<file path="src/hw/rtl/prc_pkg.sv">
// ----------------------------------------------------------------------------
// prc_pkg
// Types, constants and helpers shared by the polar/rectangular converter.
// ----------------------------------------------------------------------------
package prc_pkg;

  // Conversion selects.
  localparam logic FUNC_P2R = 1'b0;
  localparam logic FUNC_R2P = 1'b1;

  // Datapath formats: operands carry 14 guard bits, angles are 2^-20 degree.
  localparam int unsigned GUARD_BITS = 14;
  localparam int unsigned ANG_SHIFT  = 13;
  localparam int unsigned XY_W       = 33;
  localparam int unsigned Z_W        = 29;
  localparam int unsigned TABLE_LEN  = 24;

  // Angles in 1/128 degree.
  localparam logic signed [16:0] FULL_TURN    = 17'sd46080;
  localparam logic signed [16:0] HALF_TURN    = 17'sd23040;
  localparam logic signed [16:0] QUARTER_TURN = 17'sd11520;

  // Result saturation limits.
  localparam logic signed [19:0] RES_LIMIT = 20'sd46341;
  localparam logic signed [19:0] ANG_LIMIT = 20'sd23040;

  // CORDIC gain compensation, 0.60725293500888 in Q1.30.
  localparam logic signed [30:0] GAIN_Q30 = 31'sd652032874;

  // round(atan(2^-i) * 180/pi * 2^20)
  localparam logic signed [Z_W-1:0] ATAN_TABLE [TABLE_LEN] = '{
    29'sd47185920, 29'sd27855475, 29'sd14718068, 29'sd7471121,
    29'sd3750058,  29'sd1876857,  29'sd938658,   29'sd469357,
    29'sd234682,   29'sd117342,   29'sd58671,    29'sd29335,
    29'sd14668,    29'sd7334,     29'sd3667,     29'sd1833,
    29'sd917,      29'sd458,      29'sd229,      29'sd115,
    29'sd57,       29'sd29,       29'sd14,       29'sd7
  };

  // Payload carried through the rotation stages.
  typedef struct packed {
    logic                   func;
    logic                   zero;
    logic signed [15:0]     base;
    logic signed [XY_W-1:0] x;
    logic signed [XY_W-1:0] y;
    logic signed [Z_W-1:0]  z;
  } prc_stage_t;

  // Saturate to +-lim and narrow to the 17-bit result width.
  function automatic logic signed [16:0] sat_res(input logic signed [19:0] v,
                                                 input logic signed [19:0] lim);
    logic signed [19:0] c;
    begin
      if (v > lim) begin
        c = lim;
      end else if (v < -lim) begin
        c = -lim;
      end else begin
        c = v;
      end
      return c[16:0];
    end
  endfunction

endpackage

</file>
<file path="src/hw/rtl/prc_cordic_stage.sv">
// ----------------------------------------------------------------------------
// prc_cordic_stage
// One registered CORDIC micro-rotation, rotation or vectoring per item.
// ----------------------------------------------------------------------------
module prc_cordic_stage
  import prc_pkg::*;
#(
  parameter int unsigned STAGE = 0
) (
  input  logic       clk,
  input  logic       rst_n,
  input  logic       valid_i,
  output logic       ready_o,
  input  prc_stage_t data_i,
  output logic       valid_o,
  input  logic       ready_i,
  output prc_stage_t data_o
);

  logic                   valid_r;
  prc_stage_t             data_r;
  prc_stage_t             data_nxt;
  logic                   adv;
  logic                   up;
  logic signed [XY_W-1:0] dx;
  logic signed [XY_W-1:0] dy;

  assign adv     = !valid_r || ready_i;
  assign ready_o = adv;
  assign valid_o = valid_r;
  assign data_o  = data_r;

  assign up = (data_i.func == FUNC_R2P) ? data_i.y[XY_W-1] : !data_i.z[Z_W-1];
  assign dx = data_i.y >>> STAGE;
  assign dy = data_i.x >>> STAGE;

  always_comb begin
    data_nxt = data_i;
    if (up) begin
      data_nxt.x = data_i.x - dx;
      data_nxt.y = data_i.y + dy;
      data_nxt.z = data_i.z - ATAN_TABLE[STAGE];
    end else begin
      data_nxt.x = data_i.x + dx;
      data_nxt.y = data_i.y - dy;
      data_nxt.z = data_i.z + ATAN_TABLE[STAGE];
    end
  end

  always_ff @(posedge clk) begin
    if (!rst_n) begin
      valid_r <= 1'b0;
    end else if (adv) begin
      valid_r <= valid_i;
    end
  end

  always_ff @(posedge clk) begin
    if (adv && valid_i) begin
      data_r <= data_nxt;
    end
  end

endmodule

</file>
<file path="config.mk">
export PLATFORM = sky130hd
export DESIGN_NAME = prc_cordic_stage
export DESIGN_NICKNAME = d
export VERILOG_FILES = /design/src/hw/rtl/prc_pkg.sv /design/src/hw/rtl/prc_cordic_stage.sv
export SDC_FILE = /design/constraint.sdc
export NUM_CORES = 1
export LEC_CHECK = 0
export ABC_AREA = 1
export BUFFER_PORTS_ARGS = -buffer_cell sky130_fd_sc_hd__buf_2
export CAP_MARGIN = 15
export CORE_MARGIN = 4
export CORE_UTILIZATION = 58
export CTS_BUF_LIST = sky130_fd_sc_hd__clkbuf_8
export DETAILED_ROUTE_END_ITERATION = 8
export PLACE_DENSITY = 0.88
export SETUP_SLACK_MARGIN = 0.4
export SLEW_MARGIN = 30
export SYNTH_ARGS = -nofsm -noshare
export SYNTH_HDL_FRONTEND = slang
export SYNTH_SLANG_ARGS = --single-unit
</file>
<file path="constraint.sdc">
create_clock -name clk -period 11.65 [get_ports clk]
set_clock_uncertainty 0.05 [all_clocks]
set_input_delay 3.495 -clock clk [delete_from_list [all_inputs] [get_ports clk]]
set_output_delay 3.495 -clock clk [all_outputs]
set_load 0.05 [all_outputs]
</file>
## Word-level counts from Yosys, hierarchy flattened

Index checks and enable logic that the tools add are counted.

| word-level totals | value |
|---|---|
| register bits after elaboration | 114 |
| output and inout port bits | 115 |
| word-level logic and storage cells | 18 |

| operators by class | value |
|---|---|
| $add $sub $neg | 5 |
| muxes and demuxes | 2 |
| reductions and logical operators | 4 |

Operators by type and width:

| operator | number |
|---|---|
| 95-bit 2-to-1 mux | 1 |
| 33-bit subtractor | 2 |
| 33-bit adder | 1 |
| 29-bit by 27-bit adder with 29-bit output (second input constant) | 1 |
| 29-bit by 27-bit subtractor with 29-bit output (second input constant) | 1 |
| 1-bit logical NOT | 2 |
| 1-bit logical AND | 1 |
| 1-bit logical OR | 1 |
| 1-bit 2-to-1 mux | 1 |

## Depth between registers and ports, before layout

| logic depth | value |
|---|---|
| word-level depth | 3 |
| depth in mapped cells | 17 |
| depth with buffers taken out | 16 |

## Least setup slack after synthesis

OpenSTA, ideal clock, no wires.

| timing path | value |
|---|---|
| path type | input port to flip-flop |
| from | input valid_i |
| to | register data_r (netlist bit data_o[0]), enable pin |
| library setup time | 0.619 ns |
| data arrival time | 8.932 ns |
| setup slack | 2.049 ns |
| stages on the path | 2 |
| path buffers | 0 |
| cells stage by stage | inv_1 -> a21oi_1 |

| between the ends | value |
|---|---|
| word-level cells in the longest chain between the ends | 1 |

RTL lines:

| item | RTL line | RTL |
|---|---|---|
| start, declared | prc_cordic_stage.sv:12 | `input logic valid_i,` |
| 1-bit logical AND | prc_cordic_stage.sv:59 | `if (adv && valid_i) begin` |
| end signal, assigned | prc_cordic_stage.sv:60 | `data_r <= data_nxt;` |
| end, declared | prc_cordic_stage.sv:21 | `prc_stage_t data_r;` |

Every way passes these cells.
A chain may end at the register's enable or synchronous reset.

## Worst setup path after layout

| timing path | value |
|---|---|
| from | input ready_i |
| to | output ready_o |

| between the ends | value |
|---|---|
| word-level cells in the longest chain between the ends | 1 |

RTL lines:

| item | RTL line | RTL |
|---|---|---|
| start, declared | prc_cordic_stage.sv:16 | `input logic ready_i,` |
| 1-bit logical OR | prc_cordic_stage.sv:28 | `assign adv = !valid_r \|\| ready_i;` |
| end, declared | prc_cordic_stage.sv:13 | `output logic ready_o,` |

Every way passes these cells.

==> results by group <==
Place
  • Post-Place Cells: 2,230
  • Number of port buffers: 231
  • Dpl hpwl: 29,800 um
  • Final GP Congestion: 0.983
  • Dpl ws: 4.13 ns
  • Placement-stage cell area: 12,800 sq um

Worst setup path
  • Worst-case reg-to-reg path depth: 2
  • FF-to-FF Start: valid_o
  • Reg2reg setup slack: 9.99 ns
  • CP endpoint kind: primary output
  • Worst Path Max Fanout: 2
  • Crit path from: ready_i
  • Crit path DAT: 3.97 ns
  • Worst r2r dst: data_o[53]
  • CP Class: input port to primary output
  • Cell breakdown of the critical path: buf_2, inv_1, nand2_1, buf_2
  • CP dominant cell by count: buf_2
  • Startpoint Class: input port
  • Req. time, crit path: 8.11 ns
  • Worst path slowest cell: buf_2
  • CP endpoint: ready_o
  • CP max stage delay: 0.21 ns

Synth
  • FFs w/ async S/R, synth: 0%
  • Adder-cell area share of the yosys netlist: 12.9%
  • Post-Synth Simple-Gate Area: 34.6%
  • Top-area cell type share of the netlist area: 29.3%
  • Synth Net Count: 2,006
  • Mapped Cells: 1,773
  • Leading area contributor after synthesis: edfxtp_1
  • Ys Warns: 0
  • Compound-cell area share of the yosys netlist: 7.10%
  • Mapped cell area: 11,500 sq um
  • Top cells by area, synth: edfxtp_1 (29%), nand2_1 (21%), ha_1 (12%)
  • Multiplexer share of the synthesized area: 0%
  • Sequential cell area fraction in the yosys report: 29.4%
  • Netlist cell types: 36
  • Primary FF master, synth: edfxtp_1
  • Post-synth EDFFs: 112
  • Xor/xnor share of the synthesized area: 2.36%
  • Syn Area/Cell: 6.48 sq um
  • Largest family of logic cells by synthesized area: simple AND/OR/NAND/NOR gates
  • FF+latch count, synth: 113

Global routing
  • Vias in the first global route: 10,900
  • Total GRT Usage: 31.7%
  • Pin count of the biggest net entering global routing: 72
  • Grt total ovfl: 0
  • First-pass GRT wire length: 55,500 um
  • Initial antenna violation count: 0

Routing
  • Drt pass-1 iters: 5
  • DR iter-0 viols: 1,122
  • Average vias per placed instance: 5.30
  • Drt wl/cell: 15.9 um
  • DRC: 0
  • Vias post-DR: 12,000
  • ANT nets after route: 0
  • Routed WL: 36,000 um

Floorplanning
  • Core area: 19,500 sq um
  • Starting density of the core: 59.1%
  • Die Width: 149 um
  • Ports: 232
  • Die ar.: 22,100 sq um
  • DIE HEIGHT: 149 um
  • Placement Rows: 51

Timing
  • Setup total negative slack: 0 ns
  • Hold WS: 0.497 ns
  • Fin crit share: 64.5%
  • Rel. slew slack: 42.8%
  • Min Clock Period, post-route: 7.52 ns
  • Setup-failing EPs final: 0
  • Final hold vios: 0
  • Fin. max-slew vios: 0
  • Slew of the pin with the lowest slew margin: 0.858 ns
  • RSZ-0062 raised after global routing: no
  • F_max: 133 MHz
  • Setup slack after layout: 4.13 ns

Final layout
  • # diodes: 0
  • Final Util: 67.6%
  • Area growth, synth to finish: 14.5%
  • Final non-filler cell total: 2,261
  • Layout cells sized above 1: 14.7%
  • Finished Cell Area: 13,200 sq um
  • Nets: 2,217

Run status
  • Outcome: completed

Clock tree
  • Max H-tree Level: 4
  • CTS Buf Count: 17
  • Clk slew on worst S/H paths: 0.07 ns
  • Clk sinks: 113
  • Post-CTS Repair Setup Buffers: 0
  • Post-CTS sizing: 0
  • CTS tree: built
  • Cts hold-fix bufs: 0
  • Max clock buf depth: 2
  • Root buffer cell: clkbuf_8
  • Skew-Pair Late Insertion Delay: 0.43 ns

Worst hold path
  • HP Class: flip-flop to flip-flop

Power and ir drop
  • Pwr dens: 117 nW/um^2
  • Peak supply drop: 0.0000606 V
  • Final Total Pwr: 1.54 mW
  • Static leakage: 7.43 nW

Flow run
  • Max-capacitance violation count: 0
-- power breakdown --
group	internal (mW)	switching, mW	total (mW)
Sequential	0.505	0.0110	0.516
Clock	0.187	0.178	0.366
Combinational	0.170	0.487	0.657
-- sequential cells by signal (all words and copies together), names as in the netlist --
register and cells:
data_o 112, valid_o 1
-- area by class of cell --
| class | instances | area [sq um] |
|---|---|---|
| clock buffer | 17 | 234 |
| clock inverter | 14 | 143 |
| fill | 1753 | 6300 |
| inverter | 350 | 1310 |
| multi-input combinational | 1267 | 6570 |
| sequential | 113 | 3380 |
| tap | 265 | 332 |
| timing repair buffer | 235 | 1190 |
-- cells in the mapped netlist (all sizes together), types with 2 or more instances --
| master | count |
|---|---|
| nand2 | 657 |
| edfxtp | 112 |
| nor3 | 10 |
| xor2 | 31 |
| inv | 350 |
| a21oi | 90 |
| ha | 112 |
| nand4 | 16 |
| nand3b | 4 |
| buf | 36 |
| o21bai | 14 |
| o22ai | 3 |
| o21ai | 41 |
| and3 | 2 |
| a31oi | 4 |
| fa | 4 |
| nand3 | 153 |
| nor2 | 121 |
| clkbuf | 7 |
| nor4 | 2 |
-- kinds of logic (layout without fill, tap and decap cells) --
logic type                 after synthesis  after routing
AOI/OAI and AO/OA                      153            153
xor gates and xnor gates                31             31
and+or+nand+nor                        967            967
buffers and inverters                  393            616
adders and majority gates              116            116
DFF                                    113            113
-- per-layer routing --
metal / track usage, % / wire length, um
met1: 43.9 / 15200
met2: 51.2 / 16100
met4: 11.2 / 1020
met5: 0 / 0
met3: 4.56 / 3660
-- cell usage in the layout, fill, tap and decap left out, types with 8 or more instances in the layout --
cell,instances
nand4_1,16
clkbuf_8,17
nor2_2,8
nand2_1,650
o21ai_0,39
nand3_1,153
inv_1,348
a21oi_1,88
buf_2,231
nor2_1,112
o21bai_1,14
xor2_1,31
ha_1,112
edfxtp_1,112
-- worst min-delay path by stage --
stage	startpoint	end	slack, ns	cells after the start
2_1_floorplan	valid_o	valid_o	1.06	2
6_report	valid_o	valid_o	0.50	2
3_5_place_dp	valid_o	valid_o	0.49	2
5_1_grt	valid_o	valid_o	0.56	2
4_1_cts	valid_o	valid_o	0.50	2
3_3_place_gp	valid_o	valid_o	0.48	2
-- critical path: cells and delay by family --
kind          cells  cell delay [ns]
buf+inv           3             0.40
simple gates      1             0.07
Power figures use the tool's default switching activity.
