[config.mk]
export PLATFORM = sky130hd
export DESIGN_NAME = prc_prep_flat
export DESIGN_NICKNAME = d
export VERILOG_FILES = /design/src/hw/rtl/prc_pkg.sv /design/src/hw/rtl/prc_if.sv /design/src/hw/rtl/prc_prep.sv /design/src/flat_wrapper.sv
export SDC_FILE = /design/constraint.sdc
export NUM_CORES = 1
export LEC_CHECK = 0
export BUFFER_PORTS_ARGS = -buffer_cell sky130_fd_sc_hd__buf_2
export CAP_MARGIN = 10
export CORE_MARGIN = 2
export CORE_UTILIZATION = 50
export DETAILED_ROUTE_END_ITERATION = 16
export HOLD_SLACK_MARGIN = 0.12
export PLACE_DENSITY = 0.91
export SLEW_MARGIN = 20
export SYNTH_ARGS = -nofsm -noshare
export SYNTH_HDL_FRONTEND = slang
export SYNTH_SLANG_ARGS = --single-unit
export TNS_END_PERCENT = 10
[constraint.sdc]
create_clock -name clk -period 4.6 [get_ports clk]
set_input_delay 0.69 -clock clk [delete_from_list [all_inputs] [get_ports clk]]
set_output_delay 0.69 -clock clk [all_outputs]
set_load 0.02 [all_outputs]
[src/hw/rtl/prc_pkg.sv]
// ----------------------------------------------------------------------------
// prc_pkg
// Types, constants and helpers shared by the polar/rectangular converter.
// ----------------------------------------------------------------------------
package prc_pkg;

  // Conversion selects.
  localparam logic FUNC_P2R = 1'b0;
  localparam logic FUNC_R2P = 1'b1;

  // Datapath formats: operands carry 14 guard bits, angles are 2^-20 degree.
  localparam int unsigned GUARD_BITS = 14;
  localparam int unsigned ANG_SHIFT  = 13;
  localparam int unsigned XY_W       = 33;
  localparam int unsigned Z_W        = 29;
  localparam int unsigned TABLE_LEN  = 24;

  // Angles in 1/128 degree.
  localparam logic signed [16:0] FULL_TURN    = 17'sd46080;
  localparam logic signed [16:0] HALF_TURN    = 17'sd23040;
  localparam logic signed [16:0] QUARTER_TURN = 17'sd11520;

  // Result saturation limits.
  localparam logic signed [19:0] RES_LIMIT = 20'sd46341;
  localparam logic signed [19:0] ANG_LIMIT = 20'sd23040;

  // CORDIC gain compensation, 0.60725293500888 in Q1.30.
  localparam logic signed [30:0] GAIN_Q30 = 31'sd652032874;

  // round(atan(2^-i) * 180/pi * 2^20)
  localparam logic signed [Z_W-1:0] ATAN_TABLE [TABLE_LEN] = '{
    29'sd47185920, 29'sd27855475, 29'sd14718068, 29'sd7471121,
    29'sd3750058,  29'sd1876857,  29'sd938658,   29'sd469357,
    29'sd234682,   29'sd117342,   29'sd58671,    29'sd29335,
    29'sd14668,    29'sd7334,     29'sd3667,     29'sd1833,
    29'sd917,      29'sd458,      29'sd229,      29'sd115,
    29'sd57,       29'sd29,       29'sd14,       29'sd7
  };

  // Payload carried through the rotation stages.
  typedef struct packed {
    logic                   func;
    logic                   zero;
    logic signed [15:0]     base;
    logic signed [XY_W-1:0] x;
    logic signed [XY_W-1:0] y;
    logic signed [Z_W-1:0]  z;
  } prc_stage_t;

  // Saturate to +-lim and narrow to the 17-bit result width.
  function automatic logic signed [16:0] sat_res(input logic signed [19:0] v,
                                                 input logic signed [19:0] lim);
    logic signed [19:0] c;
    begin
      if (v > lim) begin
        c = lim;
      end else if (v < -lim) begin
        c = -lim;
      end else begin
        c = v;
      end
      return c[16:0];
    end
  endfunction

endpackage

[src/hw/rtl/prc_if.sv]
// ----------------------------------------------------------------------------
// prc_if
// Request and response channels of the polar/rectangular converter.
// ----------------------------------------------------------------------------
interface prc_req_if;
  logic               valid;
  logic               ready;
  logic               func;
  logic signed [15:0] first_operand;
  logic signed [15:0] second_operand;

  modport source (output valid, output func, output first_operand,
                  output second_operand, input ready);
  modport sink (input valid, input func, input first_operand,
                input second_operand, output ready);
endinterface


[src/hw/rtl/prc_prep.sv]
// ----------------------------------------------------------------------------
// prc_prep
// Entry stage: angle reduction and quadrant folding, operand widening.
// ----------------------------------------------------------------------------
module prc_prep
  import prc_pkg::*;
(
  input  logic       clk,
  input  logic       rst_n,
  prc_req_if.sink    req,
  output logic       valid_o,
  input  logic       ready_i,
  output prc_stage_t data_o
);

  logic               valid_r;
  prc_stage_t         data_r;
  prc_stage_t         data_nxt;
  logic               adv;

  logic signed [16:0] a_ext;
  logic signed [16:0] b_ext;
  logic signed [16:0] ang_red;
  logic signed [16:0] ang_fold;
  logic signed [16:0] x_op;
  logic signed [16:0] y_op;
  logic signed [15:0] base;
  logic               neg;

  assign adv       = !valid_r || ready_i;
  assign req.ready = adv;
  assign valid_o   = valid_r;
  assign data_o    = data_r;

  assign a_ext = {req.first_operand[15], req.first_operand};
  assign b_ext = {req.second_operand[15], req.second_operand};

  always_comb begin
    // Reduce into -180..+180 degrees.
    if (b_ext < -HALF_TURN) begin
      ang_red = b_ext + FULL_TURN;
    end else if (b_ext >= HALF_TURN) begin
      ang_red = b_ext - FULL_TURN;
    end else begin
      ang_red = b_ext;
    end

    neg  = 1'b0;
    base = '0;
    if (req.func == FUNC_P2R) begin
      // Fold the back half plane onto the front one with the modulus negated.
      if (ang_red > QUARTER_TURN) begin
        ang_fold = ang_red - HALF_TURN;
        neg      = 1'b1;
      end else if (ang_red < -QUARTER_TURN) begin
        ang_fold = ang_red + HALF_TURN;
        neg      = 1'b1;
      end else begin
        ang_fold = ang_red;
      end
      x_op = neg ? -a_ext : a_ext;
      y_op = '0;
    end else begin
      ang_fold = '0;
      neg      = a_ext[16];
      if (neg) begin
        base = b_ext[16] ? -HALF_TURN[15:0] : HALF_TURN[15:0];
      end
      x_op = neg ? -a_ext : a_ext;
      y_op = neg ? -b_ext : b_ext;
    end

    data_nxt.func = req.func;
    data_nxt.zero = (req.func == FUNC_R2P) && (a_ext == '0) && (b_ext == '0);
    data_nxt.base = base;
    data_nxt.x    = {{(XY_W-17){x_op[16]}}, x_op} <<< GUARD_BITS;
    data_nxt.y    = {{(XY_W-17){y_op[16]}}, y_op} <<< GUARD_BITS;
    data_nxt.z    = {{(Z_W-17){ang_fold[16]}}, ang_fold} <<< ANG_SHIFT;
  end

  always_ff @(posedge clk) begin
    if (!rst_n) begin
      valid_r <= 1'b0;
    end else if (adv) begin
      valid_r <= req.valid;
    end
  end

  always_ff @(posedge clk) begin
    if (adv && req.valid) begin
      data_r <= data_nxt;
    end
  end

endmodule

[src/flat_wrapper.sv]
// flat-port wrapper written by rule: the top's interface ports become plain ports
module prc_prep_flat import prc_pkg::*;
  (clk, rst_n, valid_o, ready_i, data_o, req_valid, req_func, req_first_operand, req_second_operand, req_ready);
  prc_req_if req_i ();
  input  logic clk;
  input  logic rst_n;
  output logic valid_o;
  input  logic ready_i;
  output prc_stage_t data_o;
  input wire logic [$bits(req_i.valid)-1:0] req_valid;
  input wire logic [$bits(req_i.func)-1:0] req_func;
  input wire logic [$bits(req_i.first_operand)-1:0] req_first_operand;
  input wire logic [$bits(req_i.second_operand)-1:0] req_second_operand;
  output wire logic [$bits(req_i.ready)-1:0] req_ready;
  assign req_i.valid = req_valid;
  assign req_i.func = req_func;
  assign req_i.first_operand = req_first_operand;
  assign req_i.second_operand = req_second_operand;
  assign req_ready = req_i.ready;
  prc_prep u_core (.clk(clk), .rst_n(rst_n), .req(req_i), .valid_o(valid_o), .ready_i(ready_i), .data_o(data_o));
endmodule
## Word-level counts from Yosys, hierarchy flattened

Cells that the tools add are included.

| word-level totals | value |
|---|---|
| register bits | 69 |
| output and inout bits | 115 |
| bits in writable memories | 0 |
| bits in read-only memories | 0 |
| bits in latches | 0 |
| memories | 0 |
| input port bits | 37 |

| operators by class | value |
|---|---|
| divide/modulo/power cells | 0 |
| bitwise gates (word level) | 0 |
| multiply operators | 0 |
| $add $sub $neg | 6 |
| magnitude comparators | 4 |
| equal/unequal tests | 0 |
| reduce and logical (&&, ||, !) cells | 8 |
| muxes and demuxes | 13 |
| shift operators | 0 |

Operators by type and width:

| operator | number |
|---|---|
| $mux W17 | 7 |
| $mux W16 | 3 |
| $logic_not A17 Y1 | 2 |
| $neg A16 Y17 | 2 |
| $add A16 B17 Y17 const B | 1 |
| $gt A17 B15 Y1 const B | 1 |
| $lt A17 B15 Y1 const B | 1 |
| $sub A16 B17 Y17 const B | 1 |
| $add A16 B16 Y16 const B | 1 |
| $ge A16 B16 Y1 const B | 1 |
| $lt A16 B16 Y1 const B | 1 |
| $sub A16 B16 Y16 const B | 1 |
| $logic_and A1 B1 Y1 | 3 |
| $mux W1 | 3 |
| $reduce_and A2 Y1 | 1 |
| $logic_not A1 Y1 | 1 |
| $logic_or A1 B1 Y1 | 1 |

## Logic depth before layout (Yosys ltp)

| logic depth | value |
|---|---|
| depth in word-level cells | 9 |
| depth in mapped cells | 15 |
| depth with buffers taken out | 14 |

## Least setup slack after synthesis

No wires, ideal clock.

| path | value |
|---|---|
| path type | input port to flip-flop |
| from | in req_second_operand[10] |
| to | reg u_core.data_r (netlist bit u_core.data_o[77]), data pin |
| setup slack | 917 ps |
| data arrival time | 3421 ps |
| data required time | 4338 ps |
| path buffers | 0 |
| stages | 14 |
| path through | inv_1 -> ha_1 -> a211oi_2 -> nor3_1 -> or3_2 -> and2_1 -> inv_1 -> ha_1 -> and2_1 -> a211oi_2 -> o21a_2 -> o31a_4 -> nand2_1 -> mux2_1 |

RTL lines:

| element | line | text |
|---|---|---|
| start: declaration | flat_wrapper.sv:13 | `input wire logic [$bits(req_i.second_operand)-1:0] req_second_operand;` |
| end signal: assignment | prc_prep.sv:91 | `data_r <= data_nxt;` |
| end: declaration | prc_prep.sv:17 | `prc_stage_t data_r;` |

==> out/summary.txt <==
Worst skew pair latency -> 0.30 ns
CP Data Required Time -> 4.67 ns
CP Data Arrival Time -> 4.02 ns
Worst Skew -> 0.00491 ns
Number of port buffers -> 101
Reg2reg end -> u_core.data_o[111]
# clock sinks -> 56
Core Area -> 7690 sq um
Hold Path Depth -> 2
Final setup vio count -> 0
Setup ws final -> 0.649 ns
Top cell type's share of synthesized area -> 0.419
Slew Limit Fails -> 0
Multi-input logic area -> 1870 sq um
Max Cap Viol -> 0
Largest net degree at the start of global routing -> 35
Gr usage total -> 0.186
Seq/Total Area, Yosys -> 0.424
Vias in the first global route -> 2639
Final Cycle Share -> 0.859
Reg area -> 1670 sq um
Status -> finished, final reports clean
Syn_area_per_cell -> 10.1 sq um
Final hold viol count -> 0
DRT iter0 DRCs -> 181
H-tree depth -> 2
Routed Antenna Nets -> 0
1st-pass router iterations -> 5
DIE AREA -> 8610 sq um
Min-Delay Endpoint -> u_core.valid_o
Share of cells above drive strength 1 -> 0.268
Reg2reg setup slack -> 3.08 ns
Setup Buffers After CTS -> 0
P per Cell Area -> 299 nW/um^2
Initial core utilization -> 0.513
Detailed Place HPWL -> 6380 um
CP Launch Type -> primary input
Vias per cell -> 5.29
DP Cell Count -> 571
Die width -> 92.8 um
Post-synthesis cell type count -> 64
Clock Root Buffer -> clkbuf_8
DR WL/cell -> 14.6 um
Num CTS Buffers -> 5
Area grow syn2layout -> 10.5%
Seq cells post-synth -> 56
Crit Reg-Reg Startpoint -> u_core.valid_o
Synth warn -> 0
Fin cells -> 579
Detailed-route via count -> 3062
Tmin final -> 3.95 ns
Highest attainable clock frequency -> 253 MHz
Rel. slew slack -> 0.511
RSZ-0062 raised after global routing -> false
DP Worst Slack -> 0.368 ns
Hold_sp -> u_core.valid_o
Worst-Margin Slew -> 0.733 ns
Worst min-delay path class -> reg -> reg
Worst R2R Path Depth -> 3
Total wire length -> 8460 um
Floorplan row count -> 32
CTS tree -> built
FILL cells -> 683
CTS Buffer Depth -> 2
Final setup TNS -> 0 ns
CP Capture Type -> register
First-pass GRT wire length -> 12800 um
Peak supply drop -> 0.122 mV
EDFF count, synth -> 55
LEAKAGE -> 1.89 nW
DR DRC count -> 0
Clock-pin slew on the worst setup and hold paths -> 0.10 ns
Area leader, netlist -> edfxtp_1
CP max FO -> 13
# IOs -> 152
Mapped Area -> 3940 sq um
Ys flop type -> edfxtp_1
Hold Buf Count CTS -> 0
Post-layout util -> 0.566
GP Congestion -> 0.913
Synth area leaders -> edfxtp_1 (42%), buf_4 (11%), xnor2_1 (4.9%)
N_diodes -> 0
WS Path Type -> in -> reg
Syn Inst Count -> 392
Total gr overflow -> 0
Fin nets -> 527
PostCTS Resize Cnt -> 0
Initial antenna violation count -> 0
Asr flop ratio synth -> 0
Die Y -> 92.8 um
Hold_ws -> 0.543 ns
worst max path at each step:
stage | startpoint | end | slack [ns] | cells after the start
3_5_place_dp | req_second_operand[10] | u_core.data_o[77] | 0.37 | 14
5_1_grt | req_second_operand[10] | u_core.data_o[77] | 0.40 | 14
2_1_floorplan | req_second_operand[10] | u_core.data_o[77] | 0.92 | 14
3_3_place_gp | req_second_operand[10] | u_core.data_o[77] | 0.49 | 14
6_report | req_second_operand[10] | u_core.data_o[77] | 0.65 | 14
4_1_cts | req_second_operand[10] | u_core.data_o[77] | 0.69 | 14
synth_stat cells, types with 4 or more instances:
cell      count
edfxtp_1     55
buf_4        60
nor3b_1       5
nand3_1      12
o211ai_1      4
inv_1        16
nor2_1       32
nor4_1        4
nor2b_1       8
a21oi_1      11
xor2_1        4
buf_2         4
xnor2_1      22
and2_1        4
clkbuf_1      4
o21ai_0      13
buf_1         4
ha_1         14
or3_1        13
nor3_1       12
nand2_1      18
nand3b_1      4
critical path, stage by stage:
cell	delay (ns)
buf_2	0.17
inv_1	0.10
ha_1	0.23
a211oi_2	0.30
nor3_1	0.13
or3_2	0.53
and2_1	0.22
ha_1	0.22
a21oi_1	0.16
a31oi_2	0.07
a21oi_1	0.36
o211ai_2	0.30
nand2_1	0.21
mux2_1	0.33
state kept, by name, indices dropped and copies added (netlist names):
register	cells
u_core.data_o	55
u_core.valid_o	1
per-stage QoR:
step	total power [mW]	area, sq um
6_report	1.30	4350
4_1_cts	1.31	4350
3_5_place_dp	1.03	4260
3_3_place_gp	1.02	4240
2_1_floorplan	0.962	4120
5_1_grt	1.36	4350
cell families after synthesis:
| family | Yosys count | synth area share |
|---|---|---|
| and+or+nand+nor | 124 | 0.163 |
| buffers and inverters | 91 | 0.149 |
| AOI/OAI and AO/OA | 75 | 0.146 |
| DFF | 56 | 0.424 |
| xor gates and xnor gates | 27 | 0.0619 |
| adders and majority gates | 14 | 0.0445 |
| muxes | 4 | 0.0108 |
| other | 1 | 0.000952 |
metal layers:
| layer | share of wire | vias up | GRT usage |
|---|---|---|---|
| li1 | - | 1461 | - |
| met1 | 0.39 | 1415 | 0.232 |
| met2 | 0.51 | 175 | 0.329 |
| met3 | 0.088 | 11 | 0.0301 |
| met4 | 0.015 | 0 | 0.0564 |
| met5 | 0 | - | 0 |
layout by cell type (no fill, tap or decap), types with 3 or more instances in the layout:
master	instances
nand3_1	12
nor2_1	32
a21oi_1	11
ha_1	14
clkbuf_8	6
o21ai_1	3
o21ai_0	13
a211o_1	3
nor3_1	12
nand3b_1	4
nand2b_1	3
buf_2	101
inv_1	16
a21o_1	3
nand2_1	18
or3_1	13
nor4_1	4
o211ai_1	4
o21a_1	3
a211oi_2	3
o31ai_1	3
and3_1	3
and2_1	3
nor2b_1	8
xnor2_1	22
nor3b_1	5
conb_1	50
xor2_1	4
edfxtp_1	55
where the power goes:
group	internal [mW]	total [mW]	switching [mW]
Clock	0.122	0.281	0.159
Sequential	0.617	0.628	0.0119
Combinational	0.126	0.393	0.266
Total	0.865	1.30	0.437
area by class of cell:
class | count | share of cell area
Clock buffer | 6 | 0.0190
Clock inverter | 2 | 0.00345
Inverter | 17 | 0.0147
Multi-Input combinational cell | 294 | 0.429
Sequential cell | 56 | 0.384
Tap cell | 102 | 0.0293
Timing Repair Buffer | 102 | 0.121
(Power assumes the default switching activity.)
