## config.mk

```make
export PLATFORM = sky130hd
export DESIGN_NAME = prc_post_flat
export DESIGN_NICKNAME = d
export VERILOG_FILES = /design/src/hw/rtl/prc_pkg.sv /design/src/hw/rtl/prc_if.sv /design/src/hw/rtl/prc_post.sv /design/src/flat_wrapper.sv
export SDC_FILE = /design/constraint.sdc
export NUM_CORES = 2
export LEC_CHECK = 0
export BUFFER_PORTS_ARGS = -buffer_cell sky130_fd_sc_hd__buf_4
export CORE_MARGIN = 4
export CORE_UTILIZATION = 35
export DETAILED_ROUTE_END_ITERATION = 6
export GPL_ROUTABILITY_DRIVEN = 0
export PLACE_DENSITY = 0.47
export SETUP_SLACK_MARGIN = 0.3
export SLEW_MARGIN = 30
export SYNTH_ARGS = -nofsm -noshare
export SYNTH_HDL_FRONTEND = slang
export SYNTH_SLANG_ARGS = --single-unit
```

## constraint.sdc

```tcl
create_clock -name clk -period 9.1 [get_ports clk]
set_input_delay 0.455 -clock clk [delete_from_list [all_inputs] [get_ports clk]]
set_output_delay 0.455 -clock clk [all_outputs]
set_load 0.02 [all_outputs]
```

## src/hw/rtl/prc_pkg.sv

```systemverilog
// ----------------------------------------------------------------------------
// prc_pkg
// Types, constants and helpers shared by the polar/rectangular converter.
// ----------------------------------------------------------------------------
package prc_pkg;

  // Conversion selects.
  localparam logic FUNC_P2R = 1'b0;
  localparam logic FUNC_R2P = 1'b1;

  // Datapath formats: operands carry 14 guard bits, angles are 2^-20 degree.
  localparam int unsigned GUARD_BITS = 14;
  localparam int unsigned ANG_SHIFT  = 13;
  localparam int unsigned XY_W       = 33;
  localparam int unsigned Z_W        = 29;
  localparam int unsigned TABLE_LEN  = 24;

  // Angles in 1/128 degree.
  localparam logic signed [16:0] FULL_TURN    = 17'sd46080;
  localparam logic signed [16:0] HALF_TURN    = 17'sd23040;
  localparam logic signed [16:0] QUARTER_TURN = 17'sd11520;

  // Result saturation limits.
  localparam logic signed [19:0] RES_LIMIT = 20'sd46341;
  localparam logic signed [19:0] ANG_LIMIT = 20'sd23040;

  // CORDIC gain compensation, 0.60725293500888 in Q1.30.
  localparam logic signed [30:0] GAIN_Q30 = 31'sd652032874;

  // round(atan(2^-i) * 180/pi * 2^20)
  localparam logic signed [Z_W-1:0] ATAN_TABLE [TABLE_LEN] = '{
    29'sd47185920, 29'sd27855475, 29'sd14718068, 29'sd7471121,
    29'sd3750058,  29'sd1876857,  29'sd938658,   29'sd469357,
    29'sd234682,   29'sd117342,   29'sd58671,    29'sd29335,
    29'sd14668,    29'sd7334,     29'sd3667,     29'sd1833,
    29'sd917,      29'sd458,      29'sd229,      29'sd115,
    29'sd57,       29'sd29,       29'sd14,       29'sd7
  };

  // Payload carried through the rotation stages.
  typedef struct packed {
    logic                   func;
    logic                   zero;
    logic signed [15:0]     base;
    logic signed [XY_W-1:0] x;
    logic signed [XY_W-1:0] y;
    logic signed [Z_W-1:0]  z;
  } prc_stage_t;

  // Saturate to +-lim and narrow to the 17-bit result width.
  function automatic logic signed [16:0] sat_res(input logic signed [19:0] v,
                                                 input logic signed [19:0] lim);
    logic signed [19:0] c;
    begin
      if (v > lim) begin
        c = lim;
      end else if (v < -lim) begin
        c = -lim;
      end else begin
        c = v;
      end
      return c[16:0];
    end
  endfunction

endpackage

```

## src/hw/rtl/prc_if.sv

```systemverilog


interface prc_rsp_if;
  logic               valid;
  logic               ready;
  logic signed [16:0] first_result;
  logic signed [16:0] second_result;

  modport source (output valid, output first_result, output second_result,
                  input ready);
  modport sink (input valid, input first_result, input second_result,
                output ready);
endinterface

```

## src/hw/rtl/prc_post.sv

```systemverilog
// ----------------------------------------------------------------------------
// prc_post
// Gain compensation, rounding and saturation in two register stages.
// ----------------------------------------------------------------------------
module prc_post
  import prc_pkg::*;
(
  input  logic       clk,
  input  logic       rst_n,
  input  logic       valid_i,
  output logic       ready_o,
  input  prc_stage_t data_i,
  prc_rsp_if.source  rsp
);

  localparam logic signed [63:0] ROUND_HALF = 64'sd1 <<< (GUARD_BITS + 30 - 1);

  // Multiply stage.
  logic                   mul_valid_r;
  logic                   mul_adv;
  logic signed [46:0]     xh_prod_r;
  logic signed [48:0]     xl_prod_r;
  logic signed [46:0]     yh_prod_r;
  logic signed [48:0]     yl_prod_r;
  logic                   func_r;
  logic                   zero_r;
  logic signed [15:0]     base_r;
  logic signed [Z_W-1:0]  z_r;
  logic signed [17:0]     xl;
  logic signed [17:0]     yl;

  // Output stage.
  logic                   out_valid_r;
  logic                   out_adv;
  logic signed [16:0]     first_r;
  logic signed [16:0]     second_r;
  logic signed [16:0]     first_nxt;
  logic signed [16:0]     second_nxt;
  logic signed [63:0]     x_sum;
  logic signed [63:0]     y_sum;
  logic signed [Z_W-1:0]  z_rnd;
  logic signed [19:0]     ang_sum;

  assign mul_adv = !mul_valid_r || out_adv;
  assign out_adv = !out_valid_r || rsp.ready;
  assign ready_o = mul_adv;

  // Split each operand into a signed high part and an unsigned low part.
  assign xl = {1'b0, data_i.x[16:0]};
  assign yl = {1'b0, data_i.y[16:0]};

  always_ff @(posedge clk) begin
    if (!rst_n) begin
      mul_valid_r <= 1'b0;
    end else if (mul_adv) begin
      mul_valid_r <= valid_i;
    end
  end

  always_ff @(posedge clk) begin
    if (mul_adv && valid_i) begin
      xh_prod_r <= $signed(data_i.x[XY_W-1:17]) * GAIN_Q30;
      xl_prod_r <= xl * GAIN_Q30;
      yh_prod_r <= $signed(data_i.y[XY_W-1:17]) * GAIN_Q30;
      yl_prod_r <= yl * GAIN_Q30;
      func_r    <= data_i.func;
      zero_r    <= data_i.zero;
      base_r    <= data_i.base;
      z_r       <= data_i.z;
    end
  end

  always_comb begin
    x_sum = ({{17{xh_prod_r[46]}}, xh_prod_r} <<< 17)
            + {{15{xl_prod_r[48]}}, xl_prod_r} + ROUND_HALF;
    y_sum = ({{17{yh_prod_r[46]}}, yh_prod_r} <<< 17)
            + {{15{yl_prod_r[48]}}, yl_prod_r} + ROUND_HALF;
    z_rnd = z_r + (Z_W'(1) <<< (ANG_SHIFT - 1));
    ang_sum = {{4{base_r[15]}}, base_r}
              + {{4{z_rnd[Z_W-1]}}, z_rnd[ANG_SHIFT+15:ANG_SHIFT]};

    if (zero_r) begin
      first_nxt  = '0;
      second_nxt = '0;
    end else begin
      first_nxt = sat_res(x_sum[63:44], RES_LIMIT);
      if (func_r == FUNC_P2R) begin
        second_nxt = sat_res(y_sum[63:44], RES_LIMIT);
      end else begin
        second_nxt = sat_res(ang_sum, ANG_LIMIT);
      end
    end
  end

  always_ff @(posedge clk) begin
    if (!rst_n) begin
      out_valid_r <= 1'b0;
    end else if (out_adv) begin
      out_valid_r <= mul_valid_r;
    end
  end

  always_ff @(posedge clk) begin
    if (out_adv && mul_valid_r) begin
      first_r  <= first_nxt;
      second_r <= second_nxt;
    end
  end

  assign rsp.valid         = out_valid_r;
  assign rsp.first_result  = first_r;
  assign rsp.second_result = second_r;

endmodule
```

## src/flat_wrapper.sv

```systemverilog
// flat-port wrapper written by rule: the top's interface ports become plain ports
module prc_post_flat import prc_pkg::*;
  (clk, rst_n, valid_i, ready_o, data_i, rsp_valid, rsp_first_result, rsp_second_result, rsp_ready);
  prc_rsp_if rsp_i ();
  input  logic clk;
  input  logic rst_n;
  input  logic valid_i;
  output logic ready_o;
  input  prc_stage_t data_i;
  output wire logic [$bits(rsp_i.valid)-1:0] rsp_valid;
  output wire logic [$bits(rsp_i.first_result)-1:0] rsp_first_result;
  output wire logic [$bits(rsp_i.second_result)-1:0] rsp_second_result;
  input wire logic [$bits(rsp_i.ready)-1:0] rsp_ready;
  assign rsp_valid = rsp_i.valid;
  assign rsp_first_result = rsp_i.first_result;
  assign rsp_second_result = rsp_i.second_result;
  assign rsp_i.ready = rsp_ready;
  prc_post u_core (.clk(clk), .rst_n(rst_n), .valid_i(valid_i), .ready_o(ready_o), .data_i(data_i), .rsp(rsp_i));
endmodule
```

* Word level (Yosys, flattened, before mapping)
Index checks and enable logic that the tools add are counted.
** Word-level totals
- Logic and storage cells :: 43
- Register bits :: 271
- Input bits :: 117
** Operators by class
- Muxes and demuxes :: 7
- $lt $le $gt $ge :: 6
- $mul :: 4
- Add/sub/neg operators :: 6
- Reduce and logical (&&, ||, !) cells :: 7
** Operator list (number)
- adder 64 x 44 -> 64 bit, second input constant :: 2
- adder 64 bit :: 2
- 2-to-1 mux 17 bit :: 6
- multiplier 16 x 30 -> 46 bit, second input constant :: 2
- multiplier 17 x 29 -> 46 bit, second input constant :: 2
- > comparator 20 x 17 -> 1 bit, second input constant :: 2
- less-than comparator 20 x 17 -> 1 bit, second input constant :: 2
- adder 29 x 14 -> 29 bit, second input constant :: 1
- adder 16 x 16 -> 17 bit :: 1
- > comparator 17 x 16 -> 1 bit, second input constant :: 1
- less-than comparator 17 x 16 -> 1 bit, second input constant :: 1
- 2-to-1 mux 16 bit :: 1
- logical AND 1 bit :: 2
- logical NOT 1 bit :: 2
- logical OR 1 bit :: 2
- OR reduction 2 bit :: 1

* Logic depth before layout (Yosys ltp)
- Depth after elaboration :: 6
- Mapped depth :: 25
- Gate-level depth less buffers :: 25

* Worst setup path after synthesis
No wires, ideal clock.
- Path kind :: input to register
- Start :: input data_i[86] (netlist bit)
- End :: register u_core.xh_prod_r[46], data pin
- Stages :: 24
- Arrival time :: 6.263 ns
- Buffers on the path :: 1
- Setup time :: 0.258 ns
- Slack :: 2.579 ns
- Path through :: ha_1 -> fa_1 -> inv_1 -> fa_1 -> inv_1 -> fa_1 -> fa_1 -> inv_1 -> fa_1 -> inv_1 -> ha_1 -> clkbuf_1 -> a21o_1 -> a21o_1 -> a21oi_1 -> o21ai_0 -> o41ai_2 -> nor3_1 -> o41ai_1 -> o21ai_1 -> a311oi_1 -> o21ai_1 -> a21oi_1 -> xnor2_1
** Between the ends
- Word-level cells in the longest chain between the ends :: 1
** RTL lines
- from (decl) :: line flat_wrapper.sv:9 : input prc_stage_t data_i;
- multiplier 16 x 30 -> 46 bit :: line prc_post.sv:62 : xh_prod_r <= $signed(data_i.x[XY_W-1:17]) * GAIN_Q30;
- to (signal assigned) :: line prc_post.sv:62
- to (decl) :: line prc_post.sv:21 : logic signed [46:0] xh_prod_r;
No other way between the ends.
A chain may end at the register's enable or synchronous reset.

* Worst setup path in the final report
- Start :: input data_i[84] (netlist bit)
- End :: register u_core.xh_prod_r[46], data pin
Same word-level chain as after synthesis.

==> impl_metrics.env <==
export IMPL_core_mm2=0.124
export IMPL_first_iter_violations=1179
export IMPL_stdcell_count=6033
export IMPL_rrSetupSlack_ps=4170
export IMPL_synth_compound_area_share=0.0886
export IMPL_antenna_found_initial=5
export IMPL_fin_crit_ps=6910
export IMPL_insertion_delay_ps=580
export IMPL_cts_buffers=27
export IMPL_critPathMaxStageDelay_ps=530
export IMPL_area_delta_synth_final_pct=9.23
export IMPL_netlist_top_cells_area="fa_1, ha_1, edfxtp_1"
export IMPL_fmax_mhz=145
export IMPL_synth_top_area_cell="fa_1"
export IMPL_ys_seq_area_frac=0.151
export IMPL_wl_per_cell_um=18.0
export IMPL_grt_pass1_wl_mm=176
export IMPL_grt_setup_unrepaired="no"
export IMPL_startpoint_type="input port"
export IMPL_required_ps=9400
export IMPL_crit_top_cell="fa_1"
export IMPL_die_y_um=362
export IMPL_finalHoldViolCount=0
export IMPL_syn_instance_count=4213
export IMPL_fin_nets=6001
export IMPL_grt_pass1_vias=31200
export IMPL_cts_root_buffer="clkbuf_16"
export IMPL_critPathKind="input port to flop"
export IMPL_ys_flop_type="edfxtp_1"
export IMPL_remaining_drc_errors=0
export IMPL_syn_area_mm2=0.0438
export IMPL_yosysWarnings=0
export IMPL_start_util=0.353
export IMPL_ant_nets=0
export IMPL_dieWidth_um=362
export IMPL_cts_tree="yes"
export IMPL_wl_mm=109
export IMPL_hold_path_class="input port to flop"
export IMPL_hpwl_mm=97.0
export IMPL_cp_arrival_ps=7210
export IMPL_yosys_register_bits=221
export IMPL_place_inst=5980
export IMPL_clockBufferDepth=3
export IMPL_grt_ovfl_total=0
export IMPL_async_reset_ff_frac=0
export IMPL_port_buffers=140
export IMPL_drv_cap=0
export IMPL_drv_slew=0
export IMPL_grt_util_all_layers=0.171
export IMPL_synth_edf_count=219
export IMPL_final_layout_size_suffix_gt1_frac=0.0526
export IMPL_cp_cell_sequence="buf_4 > inv_1 > ha_1 > inv_1 > fa_1 > fa_1 > fa_1 > fa_1 > inv_1 > fa_1 > inv_1 > ha_1 > a21o_1 > a21o_1 > a21oi_1 > o21ai_0 > o41ai_2 > nor3_1 > o41ai_1 > o21ai_1 > a311oi_1 > o21ai_1 > a21oi_1 > xnor2_1"
export IMPL_slew_headroom=0.355
export IMPL_synth_simple_area_share=0.0626
export IMPL_grt_max_degree=125
export IMPL_drt_first_pass_iters=7
export IMPL_rows=129
export IMPL_tightestPinTransition_ps=967
export IMPL_die_area_mm2=0.131
export IMPL_synthAdderAreaFrac=0.560
export IMPL_netlist_top_cells_count="inv_1, ha_1, fa_1, edfxtp_1, a21oi_1"
export IMPL_cts_hold_buf=0
export IMPL_post_cts_resized=0
export IMPL_syn_nets=5842
export IMPL_crit_fanout=7
export IMPL_synth_most_common_cell="inv_1"
export IMPL_io_pins=153
export IMPL_worstSetupEndpointType="flop"
export IMPL_setup_violations_final=0
export IMPL_cts_sinks=221
export IMPL_vias=28300
export IMPL_clock_skew_ps=32.4
export IMPL_cts_htree_levels=1
export IMPL_synth_top_family_by_area="adder cells"
export IMPL_cts_setup_buffers=0
export IMPL_clkTransAtPathRegs_ps=70
export IMPL_synth_top_cell_area_share=0.341
export IMPL_avgSynthCellArea_um2=10.4
export IMPL_status="complete, no violations"
export IMPL_synth_xor_area_share=0.0350
export IMPL_cp_slowest_cell="fa_1"
export IMPL_synthMuxAreaShare=0.000915
export IMPL_setup_tns_final_ps=0
export IMPL_via_per_inst=4.69
export IMPL_period_share=0.760
export IMPL_ys_types=85
## layout by cell type (no fill, tap or decap), drive strengths merged, types with 26 or more instances in the layout
| cell | count |
|---|---|
| nand4 | 31 |
| o21ai | 88 |
| nand2 | 99 |
| inv | 1162 |
| clkbuf | 30 |
| a211oi | 26 |
| o21a | 33 |
| xnor2 | 116 |
| buf | 147 |
| a21oi | 176 |
| nor3 | 54 |
| nor2 | 143 |
| fa | 745 |
| nand3 | 65 |
| ha | 767 |
| xor2 | 59 |
| edfxtp | 219 |
| a21o | 89 |
## final cells by class
cell class / instances / area [um2]
flip-flops and latches: 221 / 6620
multi-input cells: 2815 / 32700
diodes: 3 / 7.51
clock inverters: 20 / 231
clock buffers: 30 / 687
well taps: 1637 / 2050
repair buffers: 147 / 1140
inverters: 1160 / 4350
fillers: 12400 / 76200
## routing by layer
| metal | GRT usage | vias to the layer above | routed length, um |
|---|---|---|---|
| met3 | 0.0242 | 75 | 4110 |
| met4 | 0.0201 | 4 | 1500 |
| met5 | 0 | - | 23 |
| met1 | 0.235 | 13900 | 50600 |
| li1 | - | 14000 | - |
| met2 | 0.297 | 369 | 52600 |
## critical path: cells and delay by family
family          cells  cell delay [ps]
fa+ha+maj           7             3160
compound gates     10             2740
buf+inv             5              570
simple gates        1              200
xor+xnor            1               80
## registers in the layout (all words and copies together), names as in the netlist, 16 cells and up
signal                    count
u_core.rsp.first_result      17
u_core.z_r                   17
u_core.yl_prod_r             29
u_core.xh_prod_r             46
u_core.yh_prod_r             46
u_core.rsp.second_result     17
u_core.xl_prod_r             29
u_core.base_r                16
## kinds of logic after synthesis
logic type | count (synthesis)
AO/OA/AOI/OAI | 580
XOR/XNOR | 175
adder cells (fa/ha/maj) | 1512
buffers and inverters | 1177
flip-flops | 221
multiplexers | 4
AND/OR/NAND/NOR | 544
## stage by stage
stage | utilization | instance area, um2 | setup WS [ps] | hold slack [ps]
after floorplan | - | 43800 | 2580 | 477
after CTS | 0.386 | 47800 | 2090 | 11.1
after detailed placement | 0.378 | 46900 | 1520 | 521
after global routing | 0.386 | 47800 | 1660 | 15.9
final | 0.386 | 47800 | 2190 | 52.5
after global placement | 0.378 | 46800 | 1510 | 506
## path summary, 6_finish.rpt
path	start	endpoint	cells after the start
worst max-delay path	data_i[84]	u_core.xh_prod_r[46]	24
worst min-delay path	data_i[110]	u_core.base_r[15]	1
worst max register to register	u_core.xl_prod_r[27]	u_core.rsp.first_result[1]	14
worst min register to register	u_core.mul_valid_r	u_core.rsp.valid	1
Power is left out: the tool's default activity adds up to more than one toggle a clock period on the data nets, which glitch-free logic cannot reach.
